==> src/sv/assert_macros.svh <==
// ----------------------------------------------------------------------------
// Assertion macros
// Shared concurrent assertion forms, clocked on clk and held off in reset.
// ----------------------------------------------------------------------------
`ifndef ASSERT_MACROS_SVH
`define ASSERT_MACROS_SVH

// The consequent must hold in the same cycle as the antecedent.
`define ASSERT_IMP(label, ante, cons, msg) \
	label: assert property (@(posedge clk) disable iff (!arst_n) (ante) |-> (cons)) \
		else $error(msg);

// The consequent must hold in the cycle after the antecedent.
`define ASSERT_NXT(label, ante, cons, msg) \
	label: assert property (@(posedge clk) disable iff (!arst_n) (ante) |=> (cons)) \
		else $error(msg);

`endif

==> src/sv/allm_pkg.sv <==
// ----------------------------------------------------------------------------
// Adaptive LED level meter package
// Field widths, register defaults and indexes, and the control bundle of the
// serial divider.
// ----------------------------------------------------------------------------
package allm_pkg;

	localparam int LVL_W   = 16;
	localparam int DISP_W  = 17;
	localparam int CEIL_W  = 17;
	localparam int THR_W   = 17;
	localparam int SPAN_W  = 18;
	localparam int METER_W = 5;
	localparam int QUIET_W = 3;
	localparam int MARG_W  = 8;
	localparam int ADDR_W  = 5;
	localparam int DATA_W  = 32;

	localparam int BASE_PIXELS_DEF = 20;
	localparam int BEAT_PIXELS_DEF = 5;
	localparam int DIV_W_DEF       = LVL_W + 5;

	localparam logic [METER_W-1:0] METER_MAX      = 5'd25;
	localparam logic [QUIET_W-1:0] QUIET_FOR_ZERO = 3'd4;

	localparam logic [MARG_W-1:0]  FLOOR_MARGIN_RST   = 8'd6;
	localparam logic [MARG_W-1:0]  GATE_MARGIN_RST    = 8'd10;
	localparam logic [MARG_W-1:0]  DISPLAY_MARGIN_RST = 8'd18;
	localparam logic [LVL_W-1:0]   MINIMUM_SPAN_RST   = 16'd180;
	localparam logic [LVL_W-1:0]   HEADROOM_EXTRA_RST = 16'd140;
	localparam logic [LVL_W-1:0]   BEAT_MARGIN_RST    = 16'd18;
	localparam logic [LVL_W-1:0]   BEAT_SPAN_RST      = 16'd140;
	localparam logic [METER_W-1:0] RELEASE_STEP_RST   = 5'd2;

	typedef enum logic [2:0] {
		REG_FLOOR_MARGIN   = 3'd0,
		REG_GATE_MARGIN    = 3'd1,
		REG_DISPLAY_MARGIN = 3'd2,
		REG_MINIMUM_SPAN   = 3'd3,
		REG_HEADROOM_EXTRA = 3'd4,
		REG_BEAT_MARGIN    = 3'd5,
		REG_BEAT_SPAN      = 3'd6,
		REG_RELEASE_STEP   = 3'd7
	} reg_idx_t;

	typedef struct packed {
		logic load;
		logic step;
	} div_ctrl_t;

endpackage

==> src/sv/allm_serdiv.sv <==
// ----------------------------------------------------------------------------
// Serial restoring divider
// Shifts the dividend in one bit per cycle while step is high and shifts one quotient bit back.
// ----------------------------------------------------------------------------
module allm_serdiv #(
	parameter int NUM_W = allm_pkg::DIV_W_DEF,
	parameter int DEN_W = allm_pkg::SPAN_W
) (
	input  logic                clk,
	input  allm_pkg::div_ctrl_t ctrl,
	input  logic [NUM_W-1:0]    dividend,
	input  logic [DEN_W-1:0]    divisor,
	output logic [NUM_W-1:0]    quotient
);

	logic [NUM_W-1:0] num_q;
	logic [DEN_W-1:0] rem_q;
	logic [DEN_W-1:0] den_q;
	logic [DEN_W:0]   trial;
	logic             fits;

	assign trial = {rem_q, num_q[NUM_W-1]};
	assign fits  = trial >= {1'b0, den_q};

	always_ff @(posedge clk) begin
		if (ctrl.load) begin
			num_q <= dividend;
			rem_q <= '0;
			den_q <= divisor;
		end else if (ctrl.step) begin
			num_q <= {num_q[NUM_W-2:0], fits};
			rem_q <= fits ? DEN_W'(trial - {1'b0, den_q}) : trial[DEN_W-1:0];
		end
	end

	assign quotient = num_q;

endmodule

==> src/sv/adaptive_led_level_meter_core.sv <==
// Sequence: IDLE takes the block, then AVG, LVL, GATE and CTL; a gated block goes
// straight to DONE, any other block on through NORM, LOAD, DIV and TGT to DONE.
// Flow: a new block is held off by level_stall until the sequencer is back in IDLE,
// and DONE waits while the result register is not free; the serial divider, one quotient
// bit per cycle over DIV_W = 16 + bits of the pixel count, is the longest step.
// Reset: arst_n clears averages, floor, ceiling, counters and meter; registers go to defaults.
// ----------------------------------------------------------------------------
// Adaptive LED level meter core
// Tracks fast and slow block levels, an adaptive floor and ceiling, and maps
// them onto an LED bar with instant attack and stepped release.
// ----------------------------------------------------------------------------
`include "assert_macros.svh"

module adaptive_led_level_meter_core #(
	parameter int BASE_PIXELS = allm_pkg::BASE_PIXELS_DEF,
	parameter int BEAT_PIXELS = allm_pkg::BEAT_PIXELS_DEF
) (
	input  logic                           clk,
	input  logic                           arst_n,
	input  logic                           psel,
	input  logic                           penable,
	input  logic                           pwrite,
	input  logic [allm_pkg::ADDR_W-1:0]    paddr,
	input  logic [allm_pkg::DATA_W-1:0]    pwdata,
	output logic [allm_pkg::DATA_W-1:0]    prdata,
	output logic                           pready,
	input  logic                           level_valid,
	output logic                           level_stall,
	input  logic [allm_pkg::LVL_W-1:0]     block_level,
	output logic                           meter_valid,
	input  logic                           meter_stall,
	output logic [allm_pkg::METER_W-1:0]   meter_pixels,
	output logic [allm_pkg::DISP_W-1:0]    display_level,
	output logic [allm_pkg::LVL_W-1:0]     floor_level,
	output logic [allm_pkg::CEIL_W-1:0]    ceiling_level,
	output logic                           gated
);
	import allm_pkg::*;

	localparam int PIX_MAX = (BASE_PIXELS > BEAT_PIXELS) ? BASE_PIXELS : BEAT_PIXELS;
	localparam int PIX_W   = $clog2(PIX_MAX + 1);
	localparam int DIV_W   = LVL_W + PIX_W;
	localparam int CNT_W   = $clog2(DIV_W);
	localparam int SUM_W   = PIX_W + METER_W;

	typedef enum logic [3:0] {
		ST_IDLE,
		ST_AVG,
		ST_LVL,
		ST_GATE,
		ST_CTL,
		ST_NORM,
		ST_LOAD,
		ST_DIV,
		ST_TGT,
		ST_DONE
	} state_t;

	function automatic logic [LVL_W-1:0] track(
		input logic [LVL_W-1:0] avg,
		input logic [LVL_W-1:0] x,
		input logic [2:0]       up_sh,
		input logic [2:0]       dn_sh
	);
		logic [2:0]       sh;
		logic [LVL_W+4:0] acc;
		sh  = (x > avg) ? up_sh : dn_sh;
		acc = ({5'b0, avg} << sh) - {5'b0, avg} + {5'b0, x};
		acc = acc >> sh;
		return (avg == '0) ? x : acc[LVL_W-1:0];
	endfunction

	function automatic logic [METER_W-1:0] fall(
		input logic [METER_W-1:0] lit,
		input logic [METER_W-1:0] step
	);
		return (lit > step) ? (lit - step) : '0;
	endfunction

	// Configuration registers
	logic [MARG_W-1:0]  floor_margin_q;
	logic [MARG_W-1:0]  gate_margin_q;
	logic [MARG_W-1:0]  display_margin_q;
	logic [LVL_W-1:0]   minimum_span_q;
	logic [LVL_W-1:0]   headroom_extra_q;
	logic [LVL_W-1:0]   beat_margin_q;
	logic [LVL_W-1:0]   beat_span_q;
	logic [METER_W-1:0] release_step_q;
	logic               cfg_we;
	reg_idx_t           cfg_idx;

	// Sequencer and datapath state
	state_t             state_q;
	logic [CNT_W-1:0]   div_cnt_q;
	logic [LVL_W-1:0]   x_q;
	logic [LVL_W-1:0]   fast_q;
	logic [LVL_W-1:0]   slow_q;
	logic [LVL_W-1:0]   nf_q;
	logic [CEIL_W-1:0]  ceil_q;
	logic [QUIET_W-1:0] quiet_q;
	logic [METER_W-1:0] lit_q;
	logic [LVL_W-1:0]   transient_q;
	logic [DISP_W-1:0]  display_q;
	logic [THR_W-1:0]   gate_q;
	logic [THR_W-1:0]   disp_thr_q;
	logic               gated_q;
	logic [SPAN_W-1:0]  span_q;
	logic [LVL_W-1:0]   norm_base_q;
	logic [LVL_W-1:0]   norm_beat_q;

	logic               meter_valid_q;
	logic [METER_W-1:0] meter_pixels_q;
	logic [DISP_W-1:0]  display_level_q;
	logic [LVL_W-1:0]   floor_level_q;
	logic [CEIL_W-1:0]  ceiling_level_q;
	logic               gated_out_q;

	// Combinational helpers
	logic [LVL_W-1:0]   fast_new;
	logic [LVL_W-1:0]   slow_new;
	logic [LVL_W-1:0]   transient_c;
	logic [LVL_W+3:0]   nf_down_acc;
	logic [LVL_W+7:0]   nf_up_acc;
	logic [LVL_W-1:0]   nf_new;
	logic [CEIL_W+2:0]  ceil_up_acc;
	logic [CEIL_W+4:0]  ceil_dn_acc;
	logic [CEIL_W-1:0]  ceil_new;
	logic [THR_W-1:0]   gate_c;
	logic [THR_W-1:0]   disp_thr_c;
	logic [CEIL_W+2:0]  ceil_pull_acc;
	logic [QUIET_W-1:0] quiet_next;
	logic [SPAN_W-1:0]  span_raw;
	logic [SPAN_W-1:0]  span_c;
	logic [LVL_W-1:0]   beat_diff;
	logic [LVL_W-1:0]   norm_beat_c;
	logic [THR_W-1:0]   base_diff;
	logic [LVL_W-1:0]   norm_base_c;
	div_ctrl_t          div_ctrl;
	logic [DIV_W-1:0]   base_dividend;
	logic [DIV_W-1:0]   beat_dividend;
	logic [DIV_W-1:0]   base_quot;
	logic [DIV_W-1:0]   beat_quot;
	logic [PIX_W-1:0]   base_pix;
	logic [PIX_W-1:0]   beat_pix;
	logic [SUM_W-1:0]   pix_sum;
	logic [METER_W-1:0] target_c;
	logic [METER_W-1:0] lit_fall;
	logic               out_free;

	// Configuration port
	assign pready  = 1'b1;
	assign cfg_we  = psel && penable && pwrite && pready;
	assign cfg_idx = reg_idx_t'(paddr[ADDR_W-1:2]);

	always_ff @(posedge clk or negedge arst_n) begin
		if (!arst_n) begin
			floor_margin_q   <= FLOOR_MARGIN_RST;
			gate_margin_q    <= GATE_MARGIN_RST;
			display_margin_q <= DISPLAY_MARGIN_RST;
			minimum_span_q   <= MINIMUM_SPAN_RST;
			headroom_extra_q <= HEADROOM_EXTRA_RST;
			beat_margin_q    <= BEAT_MARGIN_RST;
			beat_span_q      <= BEAT_SPAN_RST;
			release_step_q   <= RELEASE_STEP_RST;
		end else if (cfg_we) begin
			unique case (cfg_idx)
				REG_FLOOR_MARGIN:   floor_margin_q   <= pwdata[MARG_W-1:0];
				REG_GATE_MARGIN:    gate_margin_q    <= pwdata[MARG_W-1:0];
				REG_DISPLAY_MARGIN: display_margin_q <= pwdata[MARG_W-1:0];
				REG_MINIMUM_SPAN:   minimum_span_q   <= pwdata[LVL_W-1:0];
				REG_HEADROOM_EXTRA: headroom_extra_q <= pwdata[LVL_W-1:0];
				REG_BEAT_MARGIN:    beat_margin_q    <= pwdata[LVL_W-1:0];
				REG_BEAT_SPAN:      beat_span_q      <= pwdata[LVL_W-1:0];
				REG_RELEASE_STEP:   release_step_q   <= pwdata[METER_W-1:0];
			endcase
		end
	end

	always_comb begin
		unique case (cfg_idx)
			REG_FLOOR_MARGIN:   prdata = DATA_W'(floor_margin_q);
			REG_GATE_MARGIN:    prdata = DATA_W'(gate_margin_q);
			REG_DISPLAY_MARGIN: prdata = DATA_W'(display_margin_q);
			REG_MINIMUM_SPAN:   prdata = DATA_W'(minimum_span_q);
			REG_HEADROOM_EXTRA: prdata = DATA_W'(headroom_extra_q);
			REG_BEAT_MARGIN:    prdata = DATA_W'(beat_margin_q);
			REG_BEAT_SPAN:      prdata = DATA_W'(beat_span_q);
			REG_RELEASE_STEP:   prdata = DATA_W'(release_step_q);
		endcase
	end

	// Level tracking
	assign fast_new    = track(fast_q, x_q, 3'd2, 3'd3);
	assign slow_new    = track(slow_q, x_q, 3'd3, 3'd4);
	assign transient_c = (fast_q > slow_q) ? (fast_q - slow_q) : '0;

	assign nf_down_acc = {1'b0, nf_q, 3'b0} - {4'b0, nf_q} + {4'b0, slow_q};
	assign nf_up_acc   = {1'b0, nf_q, 7'b0} - {8'b0, nf_q} + {8'b0, slow_q};
	always_comb begin
		priority if (nf_q == '0)
			nf_new = slow_q;
		else if (slow_q < nf_q)
			nf_new = nf_down_acc[LVL_W+2:3];
		else
			nf_new = nf_up_acc[LVL_W+6:7];
	end

	assign ceil_up_acc = {1'b0, ceil_q, 2'b0} - {3'b0, ceil_q} + (CEIL_W+3)'(slow_q);
	assign ceil_dn_acc = {1'b0, ceil_q, 4'b0} - {5'b0, ceil_q} + (CEIL_W+5)'(slow_q);
	assign ceil_new    = ({1'b0, slow_q} > ceil_q) ? ceil_up_acc[CEIL_W+1:2]
	                                               : ceil_dn_acc[CEIL_W+3:4];

	// Thresholds
	assign gate_c     = {1'b0, nf_q} + THR_W'(floor_margin_q) + THR_W'(gate_margin_q);
	assign disp_thr_c = gate_c + THR_W'(display_margin_q);

	// Gated path
	assign ceil_pull_acc = {1'b0, ceil_q, 2'b0} - {3'b0, ceil_q} + {3'b0, gate_q};
	assign quiet_next    = (quiet_q < QUIET_FOR_ZERO) ? (quiet_q + 3'd1) : quiet_q;
	assign lit_fall      = fall(lit_q, release_step_q);

	// Span and normalized levels
	assign span_raw = SPAN_W'(ceil_q - disp_thr_q) + SPAN_W'(headroom_extra_q);
	always_comb begin
		if (ceil_q > disp_thr_q)
			span_c = (span_raw < SPAN_W'(minimum_span_q)) ? SPAN_W'(minimum_span_q) : span_raw;
		else
			span_c = SPAN_W'(minimum_span_q);
	end

	assign beat_diff   = transient_q - beat_margin_q;
	assign norm_beat_c = (transient_q > beat_margin_q) ?
	                     ((beat_diff > beat_span_q) ? beat_span_q : beat_diff) : '0;

	assign base_diff   = {1'b0, slow_q} - disp_thr_q;
	assign norm_base_c = ({1'b0, slow_q} > disp_thr_q) ?
	                     ((SPAN_W'(base_diff) > span_q) ? span_q[LVL_W-1:0]
	                                                    : base_diff[LVL_W-1:0]) : '0;

	// Serial dividers
	assign div_ctrl.load  = (state_q == ST_LOAD);
	assign div_ctrl.step  = (state_q == ST_DIV);
	assign base_dividend  = DIV_W'(norm_base_q) * DIV_W'(BASE_PIXELS);
	assign beat_dividend  = DIV_W'(norm_beat_q) * DIV_W'(BEAT_PIXELS);

	allm_serdiv #(
		.NUM_W (DIV_W),
		.DEN_W (SPAN_W)
	) u_base_div (
		.clk      (clk),
		.ctrl     (div_ctrl),
		.dividend (base_dividend),
		.divisor  (span_q),
		.quotient (base_quot)
	);

	allm_serdiv #(
		.NUM_W (DIV_W),
		.DEN_W (LVL_W)
	) u_beat_div (
		.clk      (clk),
		.ctrl     (div_ctrl),
		.dividend (beat_dividend),
		.divisor  (beat_span_q),
		.quotient (beat_quot)
	);

	// Target pixels
	always_comb begin
		base_pix = (span_q == '0) ? '0 : base_quot[PIX_W-1:0];
		if (base_pix <= PIX_W'(1))
			base_pix = '0;
		beat_pix = (beat_span_q == '0) ? '0 : beat_quot[PIX_W-1:0];
		pix_sum  = SUM_W'(base_pix) + SUM_W'(beat_pix);
		target_c = (pix_sum > SUM_W'(METER_MAX)) ? METER_MAX : pix_sum[METER_W-1:0];
	end

	assign out_free = !meter_valid_q || !meter_stall;

	always_ff @(posedge clk or negedge arst_n) begin
		if (!arst_n) begin
			state_q         <= ST_IDLE;
			div_cnt_q       <= '0;
			x_q             <= '0;
			fast_q          <= '0;
			slow_q          <= '0;
			nf_q            <= '0;
			ceil_q          <= '0;
			quiet_q         <= '0;
			lit_q           <= '0;
			transient_q     <= '0;
			display_q       <= '0;
			gate_q          <= '0;
			disp_thr_q      <= '0;
			gated_q         <= 1'b0;
			span_q          <= '0;
			norm_base_q     <= '0;
			norm_beat_q     <= '0;
			meter_valid_q   <= 1'b0;
			meter_pixels_q  <= '0;
			display_level_q <= '0;
			floor_level_q   <= '0;
			ceiling_level_q <= '0;
			gated_out_q     <= 1'b0;
		end else begin
			if (meter_valid_q && !meter_stall && state_q != ST_DONE)
				meter_valid_q <= 1'b0;
			unique case (state_q)
				ST_IDLE: begin
					if (level_valid) begin
						x_q     <= block_level;
						state_q <= ST_AVG;
					end
				end
				ST_AVG: begin
					fast_q  <= fast_new;
					slow_q  <= slow_new;
					state_q <= ST_LVL;
				end
				ST_LVL: begin
					transient_q <= transient_c;
					display_q   <= {1'b0, slow_q} + {3'b0, transient_c[LVL_W-1:2]};
					nf_q        <= nf_new;
					ceil_q      <= ceil_new;
					state_q     <= ST_GATE;
				end
				ST_GATE: begin
					gate_q     <= gate_c;
					disp_thr_q <= disp_thr_c;
					gated_q    <= ({1'b0, slow_q} <= gate_c);
					state_q    <= ST_CTL;
				end
				ST_CTL: begin
					if (gated_q) begin
						quiet_q <= quiet_next;
						if (ceil_q > gate_q)
							ceil_q <= ceil_pull_acc[CEIL_W+1:2];
						lit_q   <= (quiet_next >= QUIET_FOR_ZERO) ? '0 : lit_fall;
						state_q <= ST_DONE;
					end else begin
						quiet_q     <= '0;
						span_q      <= span_c;
						norm_beat_q <= norm_beat_c;
						state_q     <= ST_NORM;
					end
				end
				ST_NORM: begin
					norm_base_q <= norm_base_c;
					state_q     <= ST_LOAD;
				end
				ST_LOAD: begin
					div_cnt_q <= CNT_W'(DIV_W - 1);
					state_q   <= ST_DIV;
				end
				ST_DIV: begin
					div_cnt_q <= div_cnt_q - CNT_W'(1);
					if (div_cnt_q == '0)
						state_q <= ST_TGT;
				end
				ST_TGT: begin
					if (target_c >= lit_q)
						lit_q <= target_c;
					else
						lit_q <= (lit_fall > target_c) ? lit_fall : target_c;
					state_q <= ST_DONE;
				end
				ST_DONE: begin
					if (out_free) begin
						meter_valid_q   <= 1'b1;
						meter_pixels_q  <= lit_q;
						display_level_q <= display_q;
						floor_level_q   <= nf_q;
						ceiling_level_q <= ceil_q;
						gated_out_q     <= gated_q;
						state_q         <= ST_IDLE;
					end
				end
				default: begin
					state_q <= ST_IDLE;
				end
			endcase
		end
	end

	assign level_stall   = (state_q != ST_IDLE);
	assign meter_valid   = meter_valid_q;
	assign meter_pixels  = meter_pixels_q;
	assign display_level = display_level_q;
	assign floor_level   = floor_level_q;
	assign ceiling_level = ceiling_level_q;
	assign gated         = gated_out_q;

	`ASSERT_IMP(a_pixels_full_scale, meter_valid_q, meter_pixels_q <= METER_MAX, "meter above full scale")
	`ASSERT_NXT(a_quiet_forces_zero, state_q == ST_CTL && gated_q && quiet_q >= QUIET_FOR_ZERO - 3'd1, lit_q == '0, "quiet run did not clear meter")
	`ASSERT_NXT(a_instant_attack, state_q == ST_TGT, lit_q >= $past(target_c), "meter below target")
	`ASSERT_NXT(a_result_waits, state_q == ST_DONE && meter_valid_q && meter_stall, state_q == ST_DONE && meter_valid_q, "result overran pending transaction")

endmodule
==> config.mk <==
export PLATFORM = sky130hd
export DESIGN_NAME = adaptive_led_level_meter_core
export DESIGN_NICKNAME = d
export VERILOG_FILES = /design/src/sv/allm_pkg.sv /design/src/sv/allm_serdiv.sv /design/src/sv/adaptive_led_level_meter_core.sv
export VERILOG_INCLUDE_DIRS = /design/src /design/src/sv
export SDC_FILE = /design/constraint.sdc
export NUM_CORES = 2
export LEC_CHECK = 0
export ABC_CLOCK_PERIOD_IN_PS = 6400
export BUFFER_PORTS_ARGS = -buffer_cell sky130_fd_sc_hd__buf_2
export CORE_MARGIN = 2
export CORE_UTILIZATION = 51
export CTS_BUF_LIST = sky130_fd_sc_hd__clkbuf_8 sky130_fd_sc_hd__clkbuf_16
export DETAILED_ROUTE_END_ITERATION = 6
export PLACE_DENSITY = 0.81
export SETUP_SLACK_MARGIN = 0.02
export SLEW_MARGIN = 20
export SYNTH_ARGS = -nofsm -noshare
export SYNTH_HDL_FRONTEND = slang
export SYNTH_SLANG_ARGS = --single-unit
==> constraint.sdc <==
create_clock -name clk -period 6.4 [get_ports clk]
set_clock_uncertainty 0.1 [all_clocks]
set_input_delay 0.32 -clock clk [delete_from_list [all_inputs] [get_ports clk]]
set_output_delay 0.32 -clock clk [all_outputs]
set_load 0.01 [all_outputs]
==> results_dict.tcl <==
set metrics [dict create \
    async_flop_share_pct 76.9 \
    r2r_setup_slack_ns 0.64 \
    critPathMaxStageDelay_ns 0.49 \
    wl_um 121000 \
    yosysSeqAreaShare_pct 29.7 \
    cts-resized-gates 0 \
    finalCriticalPeriod_ns 5.76 \
    final_common_cell "ha_1" \
    detail-route-antenna-nets 0 \
    end_kind "register" \
    finalSetupViolations 0 \
    die_y_um 287 \
    crit_arrival_ns 6.19 \
    initial_utilization_pct 51.5 \
    cts_tree "done" \
    rows 103 \
    final_nets 5483 \
    synth_edf_count 72 \
    synth_compound_area_share_pct 19.8 \
    io-pin-count 151 \
    r2r-start "fast_q[1]" \
    ys_ff_latch 476 \
    stdcell_count 5907 \
    finalMaxSlewViolations 0 \
    worst-setup-path-type "register to register" \
    crit_chain "inv_1, ha_1, nor2b_1, o21a_1, o21a_1, o21ai_0, a2111o_1, a211o_2, or2_2, fa_1, inv_1, ha_1, a21o_1, a21oi_1, a21boi_1, a221o_1, a211oi_2, a21oi_2, a311o_1, or3_1, a21boi_0, o221ai_1" \
    synth_fa_ha_area_share_pct 20.9 \
    portBuffers 115 \
    placed_cells 5761 \
    htreeDepth 2 \
    core-area_um2 79000 \
    outcome "complete, but fails checks" \
    synth_top_family_by_area "adder cells" \
    drive_gt1_share_pct 9.17 \
    violations "design-rule violations" \
    synth_top_flop_cell "dfrtp_1" \
    antenna_found_initial 4 \
    yosysWarningCount 0 \
    min_to "gate_margin_q[0]" \
    holdBufCountCts 34 \
    grt_pass1_vias 34563 \
    crit_family "compound AO/OA/AOI/OAI gates" \
    hold_viol_final 0 \
    die_w_um 287 \
    grt_usage_pct 29.1 \
    yosys.area_share.simple_pct 14.6 \
    grt_max_degree 152 \
    synth_area_um2 40700 \
    cp_max_fo 14 \
    crit_required_ns 6.83 \
    rsz0062_at_grt "no" \
    r2r-end "fast_q[15]" \
    ctsRootBufferMaster "clkbuf_16" \
    whs_path_depth 2 \
    synth_cell_types 93 \
    drt_iter0_markers 3409 \
    worst-slew-pin-transition_ns 1.11 \
    grt_first_pass_wirelength_um 190000 \
    synth_mux_area_share_pct 4.51 \
    fin_tns_setup_ns 0 \
    drc 3 \
    r2r_cells 22 \
    layout_common_cells "ha_1, nand2_1, inv_1" \
    dieArea_um2 82100 \
    cts-root-to-sink-buffers 3 \
    drtPass1Iterations 7 \
    avgSynthCellArea_um2 8.74 \
    cp_num_buf_inv 2 \
    vias 35945 \
    numCtsBuffers 57 \
    start_kind "register" \
    place_congestion 0.976 \
    routed_via_density 6.09 \
    relSlewSlack_pct 26.2 \
    cp_slowest_cell "fa_1" \
    wl_per_cell_um 20.4 \
    grt_overflow 0 \
    hp-start "pwdata[0]" \
    maxCapViolCount 0 \
    startpoint "fast_q[1]" \
    clock.fmax_mhz 174 \
    min_period_over_period_pct 90.0 \
    netlist_instances 4658 \
    area_delta_synth_final_pct 10.9 \
    num-fill-cells 6757 \
    cts.sinks 476 \
    clkTransAtPathRegs_ns 0.06 \
    insertion_delay_ns 0.67 \
    synth-xor-area-share_pct 4.63 \
    hold_path.class "input pin to register" \
    post-cts-setup-buffer-count 0 \
    post-dp-hpwl_um 89900 \
]
==> synth_stat cells, types with 29 or more instances <==
master | count | area (µm²)
xor2_1 | 69 | 604
nor3_1 | 93 | 465
nand3_1 | 84 | 420
nand4_1 | 55 | 344
mux2i_1 | 98 | 981
ha_1 | 518 | 6480
nand2b_1 | 39 | 244
clkbuf_1 | 125 | 469
a211oi_1 | 36 | 270
a21o_1 | 125 | 938
nor2b_1 | 57 | 357
dfrtp_1 | 347 | 8680
o21a_1 | 59 | 443
mux2_2 | 74 | 833
nor2_1 | 298 | 1120
inv_1 | 443 | 1660
xnor2_1 | 146 | 1280
nand2_1 | 488 | 1830
fa_1 | 101 | 2020
a21oi_1 | 278 | 1390
dfxtp_1 | 38 | 761
nor4_1 | 29 | 181
o31ai_1 | 33 | 248
o211ai_1 | 34 | 255
a31oi_1 | 31 | 194
edfxtp_1 | 72 | 2160
or3_1 | 33 | 206
o21ai_0 | 437 | 2190
==> worst max path at each step <==
stage                       to  slack [ns]  depth (start not counted)
floorplan           slow_q[15]        0.11                         25
global placement    fast_q[15]        0.74                         22
detailed placement  fast_q[15]        0.72                         22
CTS                 fast_q[15]        0.68                         22
global route        fast_q[15]        0.19                         23
finish              fast_q[15]        0.64                         22
==> area by class of cell <==
cell class	instances	area, µm²	area share (%)
clock buffers	70	1630	3.60
inverters	446	1670	3.71
multi-input cells	3590	26400	58.4
well taps	1050	1310	2.91
flip-flops and latches	476	12100	26.8
diodes	5	12.5	0.0277
clock inverters	37	472	1.04
repair buffers	233	1570	3.47
==> cell families (layout without fill, tap and decap cells) <==
kind of cell / Yosys count / in the layout
AO/OA/AOI/OAI: 1279 / 1279
XOR/XNOR: 215 / 215
adder cells (fa/ha/maj): 619 / 619
buffers and inverters: 608 / 786
flip-flops: 476 / 476
multiplexers: 173 / 173
other: 2 / 23
AND/OR/NAND/NOR: 1286 / 1286
==> flip-flops by register name (all words and copies together), names as in the netlist, 17 cells and up <==
| signal | flops |
|---|---|
| ceil_q | 17 |
| ceiling_level | 17 |
| disp_thr_q | 17 |
| display_level | 17 |
| display_q | 17 |
| gate_q | 17 |
| span_q | 18 |
| u_base_div.den_q | 18 |
| u_base_div.quotient | 21 |
| u_base_div.rem_q | 18 |
| u_beat_div.quotient | 21 |
==> metrics by stage <==
step | hold slack (ns) | util, % | instance area, µm² | setup slack, ns
finish | 0.0601 | 57.2 | 45200 | 0.641
detailed placement | 0.249 | 54.0 | 42700 | 0.720
CTS | 0.00955 | 57.1 | 45100 | 0.676
floorplan | -0.0756 | - | 40800 | 0.111
global placement | 0.238 | 54.0 | 42700 | 0.736
global route | 0.0292 | 57.1 | 45100 | 0.192
==> metal layers <==
layer	share of wire, %	track usage [%]
met3	8.6	5.17
met4	4.6	12.2
met5	0.034	0
met2	45	46.4
met1	42	39.0
Power is not shown: default switching activity piles up to over one toggle a cycle in this logic, so the estimate is an artifact.
